**src/sv/vsr_ram.sv**
```systemverilog
// generic single-port ram with registered read
module vsr_ram #(
  parameter int WIDTH = 8,
  parameter int DEPTH = 16
) (
  input  logic                     clk,
  input  logic                     we,
  input  logic [$clog2(DEPTH)-1:0] addr,
  input  logic [WIDTH-1:0]         wdata,
  output logic [WIDTH-1:0]         rdata
);

  logic [WIDTH-1:0] mem [DEPTH];

  always_ff @(posedge clk) begin
    if (we) begin
      mem[addr] <= wdata;
    end
    rdata <= mem[addr];
  end

endmodule

```
**config.mk**
```make
export PLATFORM = sky130hd
export DESIGN_NAME = vsr_ram
export DESIGN_NICKNAME = d
export VERILOG_FILES = /design/src/sv/vsr_ram.sv
export SDC_FILE = /design/constraint.sdc
export NUM_CORES = 1
export LEC_CHECK = 0
export BUFFER_PORTS_ARGS = -buffer_cell sky130_fd_sc_hd__buf_2
export CELL_PAD_IN_SITES_DETAIL_PLACEMENT = 1
export CELL_PAD_IN_SITES_GLOBAL_PLACEMENT = 1
export CORE_MARGIN = 4
export CORE_UTILIZATION = 25
export DETAILED_ROUTE_END_ITERATION = 7
export PLACE_DENSITY_LB_ADDON = 0.1
export SLEW_MARGIN = 10
export SYNTH_ARGS = -nofsm -noshare
export SYNTH_HDL_FRONTEND = slang
export SYNTH_SLANG_ARGS = --single-unit
export TNS_END_PERCENT = 10
```
**constraint.sdc**
```tcl
create_clock -name clk -period 1.99 [get_ports clk]
set_input_delay 0.199 -clock clk [delete_from_list [all_inputs] [get_ports clk]]
set_output_delay 0.199 -clock clk [all_outputs]
set_load 0.01 [all_outputs]
```
== After elaboration in Yosys (flattened, before gate mapping) ==
Memories as Yosys holds them, arrays and structs flattened. A register that Yosys moved wholly into a read port is not among the register bits.
Cells that the tools add are included.
Cells by class
  multiplexer cells: 2
Operator list (number)
  $mux 1: 2
Storage, ports and cells
  memories: 1
  input port bits: 14
  output and inout bits: 8
  flip-flop bits (word level): 0
  bits in writable memories: 128
Memory list
  mem: words 16, width 8, read ports 1, clocked after Yosys merged registers in 1, wr ports 1, RTL line 13  | logic [WIDTH-1:0] mem [DEPTH];

== Logic depth before layout (Yosys ltp) ==
Gate-level depths: netlist of the first run.
  word-level depth: 2
  mapped depth: 5
  depth with buffers taken out: 3

== Worst setup path before layout of the first run ==
No wires, ideal clock.
  path kind: input -> register
  start: in addr[2]
  end: mem mem[0][0], enable pin
  library setup time: 0.383 ns
  stages: 2
  slack: 0.298 ns
  arrival: 1.309 ns
  cell sequence: or3b_2 > nor3_1
RTL lines
  start: declaration: RTL line 8  | input logic [$clog2(DEPTH)-1:0] addr,
  end: declaration: RTL line 13
Straight into the memory's write port.

==> results_dict.tcl, run 1 <==
set metrics [dict create \
    run_status "finished clean" \
    core_area_um2 19720 \
    grt_remaining_overflow 0 \
    cp.arrival_ns 1.66 \
    syn-mean-instance-area_um2 22.03 \
    cts.sink_count 136 \
    drv_slew 0 \
    clock_tree.buffer_depth 2 \
    achievable-frequency_ghz 0.7352 \
    max_cap_violations 0 \
    vias 2461 \
    gpl.final_weighted_congestion 0.7082 \
    skew_ns 0.004070 \
    syn-instance-count 230 \
    synth_largest_type_area_fraction_pct 75.85 \
    cts_hold_buf 0 \
    post_route_setup_tns_ns 0 \
    flow.area_growth_from_synthesis_pct 24.57 \
    initial_utilization_pct 25.70 \
    mappedNetlistArea_um2 5067 \
    first_global_vias 2644 \
    number_of_antenna_violations_at_the_first_check_in_global_routing 0 \
    die_width_um 150.4 \
    totalWireLength_mm 12.37 \
    tot_pwr_mw 6.656 \
    hold_path_class "primary input to flop" \
    buffer_ports.inserted 21 \
    timing.critical_path.to_type "flop" \
    yosysWarnings 0 \
    grt_pass1_wl_mm 18.50 \
    grt_start_max_net_pins 29 \
    grt.total_usage_pct 11.91 \
    ctsRootBufferMaster "sky130_fd_sc_hd__clkbuf_16" \
    detailedRoute.firstPassIterationCount 4 \
    dieArea_um2 22610 \
    edff_count_synth 128 \
    final_area_um2 6312 \
    slew_headroom_pct 62.89 \
    antenna_cells 0 \
    worstPathRequired_ns 2.29 \
    synth_seq_cells 136 \
    post_cts.repair.setup_buffers 0 \
    finalCritPeriodShare_pct 68.35 \
    grt_setup_unrepaired "no" \
    yosysMostFrequentCell "sky130_fd_sc_hd__edfxtp_1" \
    synth_top_area_cell "sky130_fd_sc_hd__edfxtp_1" \
    clk_pin_slew_ns 0.06 \
    synth_area_leaders "sky130_fd_sc_hd__edfxtp_1, sky130_fd_sc_hd__mux4_2, sky130_fd_sc_hd__dfxtp_1, sky130_fd_sc_hd__a22oi_1, sky130_fd_sc_hd__nor2_1" \
    critical_path.startpoint_type "flop" \
    tritoncts.num_buffers 17 \
    drive_above_1_share_pct 37.29 \
    synth_async_sr_flop_share_pct 0 \
    cts_resized 0 \
    tritoncts_clock_tree "built" \
    rows 51 \
    static-leakage-power_nw 2.083 \
    synth_fp_nets 244 \
    ir_drop_uv 487.0 \
    final_core_utilization_pct 32.01 \
    register_area_share_after_synthesis_pct 79.01 \
    htreeDepth 4 \
    power_density_nw_per_um2 1055 \
    dpl-instance-area_um2 5727 \
    floorplan.die.height_um 150.4 \
    max_slew.worst_pin.slew_ns 0.5556 \
    detail_route.drc_violations 0 \
    ys.flop_type "sky130_fd_sc_hd__edfxtp_1" \
    finalSetupViolCount 0 \
    vias_per_cell 4.333 \
    top_level_i_o_count 22 \
    synth_common_cells "sky130_fd_sc_hd__edfxtp_1, sky130_fd_sc_hd__mux4_2, sky130_fd_sc_hd__a22oi_1, sky130_fd_sc_hd__nor2_1, sky130_fd_sc_hd__nand2_1" \
    ant_nets 0 \
    finalHoldViolCount 0 \
    detailedPlacementHpwl_mm 8.553 \
    avgRoutedWirePerCell_um 21.77 \
    final_net_count 304 \
    finalWorstPathRequiredPeriod_ns 1.360 \
    timing.setup.critical_path_class "flop to flop" \
    first_iter_violations 155 \
    clock_insertion_delay_worst_skew_ns 0.42 \
    cp_max_fo 1 \
    ys_types 18 \
]
==> final timing paths <==
path,start,end,slack [ns],cells past startpoint
worst max-delay path,mem[3][5],rdata[5],0.63,3
worst max register to register,mem[3][5],rdata[5],0.63,3
worst min register to register,mem[14][3],rdata[3],0.68,3
worst min-delay path,wdata[0],mem[8][0],0.18,1
==> stage by stage <==
stage,worst slack (ns),hold slack (ns),cells
after detailed placement,0.2681,0.5985,536
final,0.6298,0.1806,568
after global placement,0.2641,0.5988,536
after CTS,0.5719,0.1645,568
after global routing,0.5468,0.1756,568
after floorplan,0.2980,0.2979,230
==> cell usage in the layout (no fill, tap or decap) <==
cell	count
sky130_fd_sc_hd__buf_4	27
sky130_fd_sc_hd__edfxtp_1	128
sky130_fd_sc_hd__nand3b_1	2
sky130_fd_sc_hd__clkbuf_1	3
sky130_fd_sc_hd__buf_2	21
sky130_fd_sc_hd__nor2_1	13
sky130_fd_sc_hd__clkinv_1	1
sky130_fd_sc_hd__or3b_2	1
sky130_fd_sc_hd__clkbuf_8	4
sky130_fd_sc_hd__dfxtp_1	8
sky130_fd_sc_hd__nand2b_1	2
sky130_fd_sc_hd__clkbuf_16	17
sky130_fd_sc_hd__nor2b_1	2
sky130_fd_sc_hd__a22oi_1	16
sky130_fd_sc_hd__clkinv_2	3
sky130_fd_sc_hd__mux4_2	32
sky130_fd_sc_hd__and2_1	1
sky130_fd_sc_hd__nand3_1	1
sky130_fd_sc_hd__nand2_1	9
sky130_fd_sc_hd__buf_12	4
sky130_fd_sc_hd__nor3_1	4
sky130_fd_sc_hd__bufinv_16	2
sky130_fd_sc_hd__clkinvlp_4	2
==> worst max-delay path: stages (launching register included) <==
cell                       delay, ns
sky130_fd_sc_hd__edfxtp_1       0.35
sky130_fd_sc_hd__mux4_2         0.48
sky130_fd_sc_hd__a22oi_1        0.31
sky130_fd_sc_hd__nand2_1        0.10
==> kinds of logic after synthesis <==
kind of cell    after synthesis  synth area share [%]
flops                       136                 79.01
simple gates                 35                 3.210
buf+inv                      11                 1.185
mux                          32                 14.22
compound gates               16                 2.370
==> per-layer routing <==
metal  vias to the layer above  track usage, %  share of wire (%)  wire (µm)
met2                        40           18.50                 49       6011
met1                      1329           15.79                 47       5788
met4                         0           4.392                1.6        197
li1                       1078               -                  -          -
met3                        14           3.642                3.0        369
met5                         -               0                  0          0
==> flip-flops by register name (all words and copies together), names as in the netlist <==
register,count
rdata,8
mem,128
==> cell type report <==
cell class                      instances  area, µm²
Tap cell                              265      331.6
Clock buffer                           24      491.7
Clock inverter                          8      93.84
Fill cell                            1974      13410
Multi-Input combinational cell         83       1003
Sequential cell                       136       4004
Timing Repair Buffer                   52      387.9
==> where the power goes <==
group,internal (mW),switching (mW)
Combinational,0.143,0.196
Sequential,3.20,0.0218
Clock,1.97,1.13
Note: power is estimated with default switching activity, not from simulation.
==> run 2: changes to the inputs <==
==> constraint.sdc (replaced) <==
create_clock -name clk -period 1.4 [get_ports clk]
set_input_delay 0.14 -clock clk [delete_from_list [all_inputs] [get_ports clk]]
set_output_delay 0.14 -clock clk [all_outputs]
set_load 0.01 [all_outputs]
==> run 2 against run 1 <==
Effect of this change:
- cell area is 1.1% higher
- clock power grew 35%
- non-clock buffer count up 9
- clock skew rose by 0.0068 ns
- largest cell class unchanged
==> results_dict.tcl, run 2 (synthesis gave the netlist of run 1 again) <==
set metrics [dict create \
    run_status "finished clean" \
    grt_start_max_net_pins 17 \
    power_report.internal_total_mw 7.369 \
    max_slew.worst_pin.slew_ns 0.7996 \
    htreeDepth 4 \
    top_level_i_o_count 22 \
    crit_path_end "rdata[3]" \
    globalRouteMet3Util_pct 4.004 \
    global_route.usage.met1_pct 14.39 \
    avgRoutedWirePerCell_um 20.05 \
    grt_pass1_wl_mm 17.83 \
    totalWireLength_mm 11.57 \
    finalCritPeriodShare_pct 93.58 \
    floorplan.die.height_um 150.4 \
    clock_insertion_delay_worst_skew_ns 0.42 \
    slew_headroom_pct 46.58 \
    layout_commonest_cell "sky130_fd_sc_hd__edfxtp_1" \
    finalHoldViolCount 0 \
    gpl.final_weighted_congestion 0.6762 \
    rows 51 \
    finalSetupViolCount 0 \
    max_cap_violations 0 \
    critical_path.n_buffers_inverters 0 \
    tritoncts.num_buffers 17 \
    detailedRoute.firstPassIterationCount 4 \
    power_switching_share_pct 20.28 \
    largest_reg_flops 128 \
    hold_path_class "primary input to flop" \
    global_route.usage.met2_pct 17.67 \
    mostFrequentLayoutCells "sky130_fd_sc_hd__edfxtp_1, sky130_fd_sc_hd__buf_4, sky130_fd_sc_hd__mux4_2" \
    dieArea_um2 22610 \
    skew_ns 0.01092 \
    cp.arrival_ns 1.61 \
    vias 2446 \
    grt-busiest-layer "met2" \
    worst_r2r_startpoint "mem[3][3]" \
    worstPathRequired_ns 1.70 \
    ir_drop_uv 747.7 \
    max_flop_register "mem" \
    first_iter_violations 126 \
    worst_setup_slack_final_ns 0.08982 \
    clock_tree.buffer_depth 2 \
    grt_remaining_overflow 0 \
    core_area_um2 19720 \
    setup.worst_path.start "mem[3][3]" \
    vias_per_cell 4.239 \
    timing.critical_path.depth 3 \
    dpl-instance-area_um2 5812 \
    reg2regPathDepth 3 \
    number_of_antenna_violations_at_the_first_check_in_global_routing 0 \
    critical_path.startpoint_type "flop" \
    static-leakage-power_nw 2.107 \
    worst_setup_slack_post_dpl_ns -0.2790 \
    p_sw_mw 1.874 \
    detailedPlacementHpwl_mm 8.004 \
    power_density_nw_per_um2 1449 \
    first_global_vias 2734 \
    reg2reg_setup_slack_ns 0.09 \
    power.sequential.fraction_pct 49.5 \
    cpMaxStageDelayCell "sky130_fd_sc_hd__mux4_2" \
    post_cts.repair.setup_buffers 0 \
    antenna_cells 0 \
    detail_route.drc_violations 0 \
    post_route_setup_tns_ns 0 \
    tot_pwr_mw 9.243 \
    clockPowerShare_pct 45.1 \
    final_net_count 313 \
    initial_utilization_pct 25.70 \
    finalWorstPathRequiredPeriod_ns 1.310 \
    tritoncts_clock_tree "built" \
    final_area_um2 6380 \
    timing.setup.critical_path_class "flop to flop" \
    die_width_um 150.4 \
    flow.area_growth_from_synthesis_pct 25.90 \
    cts_resized 0 \
    ctsRootBufferMaster "sky130_fd_sc_hd__clkbuf_16" \
    buffer_ports.inserted 21 \
    crit_chain "mux4_2 -> a22oi_2 -> nand2_1" \
    drv_slew 0 \
    cts_hold_buf 0 \
    cts.sink_count 136 \
    layout_top_registers "mem: 128 flops, rdata: 8 flops" \
    achievable-frequency_ghz 0.7633 \
    drive_above_1_share_pct 39.42 \
    holdWs_ns 0.1184 \
    cp_top_family "multiplexers" \
    timing.critical_path.to_type "flop" \
    clk_pin_slew_ns 0.06 \
    grt.total_usage_pct 11.28 \
    cp_max_fo 1 \
    comb_power_share_pct 5.4 \
    worstReg2RegEnd "rdata[3]" \
    timing.critical_path.slowest_cell_delay_ns 0.48 \
    ant_nets 0 \
    grt_setup_unrepaired "no" \
]
==> run 2: cell types whose count changed in the layout (fill, tap and decap cells not counted), moves of 2 or more <==
cell | previous run | this run
sky130_fd_sc_hd__buf_4 | 27 | 35
sky130_fd_sc_hd__clkinv_1 | 1 | 3
sky130_fd_sc_hd__clkbuf_8 | 4 | 0
sky130_fd_sc_hd__a22oi_2 | 0 | 4
sky130_fd_sc_hd__a22oi_1 | 16 | 12
sky130_fd_sc_hd__clkbuf_1 | 3 | 5
==> run 2: how the worst min path moves through the flow <==
stage                   from         end  slack, ns  cells after the start
finish              wdata[0]  mem[13][0]       0.12                      1
global route        wdata[3]   mem[1][3]       0.11                      1
CTS                 wdata[3]   mem[5][3]       0.11                      1
detailed placement  rdata[0]    rdata[0]       0.54                      1
global placement    rdata[3]    rdata[3]       0.54                      1
floorplan           wdata[0]   mem[0][0]       0.24                      0
==> run 2: power by group through the flow <==
| stage | combinational [mW] | clock, mW | sequential, mW |
|---|---|---|---|
| floorplan | 0.235 | 0 | 4.67 |
| global placement | 0.506 | 0 | 4.66 |
| detailed placement | 0.511 | 0 | 4.66 |
| CTS | 0.512 | 4.29 | 4.58 |
| global route | 0.552 | 4.52 | 4.59 |
| finish | 0.499 | 4.16 | 4.58 |
==> run 2: final cells by class <==
class	instances	area (µm²)
Tap cell	265	331.6
Clock inverter	10	103.9
Fill cell	1986	13340
Timing Repair Buffer	61	467.9
Clock buffer	22	444.2
Sequential cell	136	4004
Multi-Input combinational cell	83	1028
==> run 2: per-stage QoR <==
stage | util [%] | cells
after floorplan | - | 230
after global placement | 29.48 | 545
after detailed placement | 29.48 | 545
after CTS | 32.25 | 577
after global routing | 32.36 | 577
final | 32.36 | 577
==> run 2: layer usage <==
| metal | wire (µm) | up-vias |
|---|---|---|
| met5 | 0 | - |
| met4 | 178 | 0 |
| met3 | 408 | 11 |
| met2 | 5684 | 35 |
| met1 | 5294 | 1299 |
| li1 | - | 1101 |
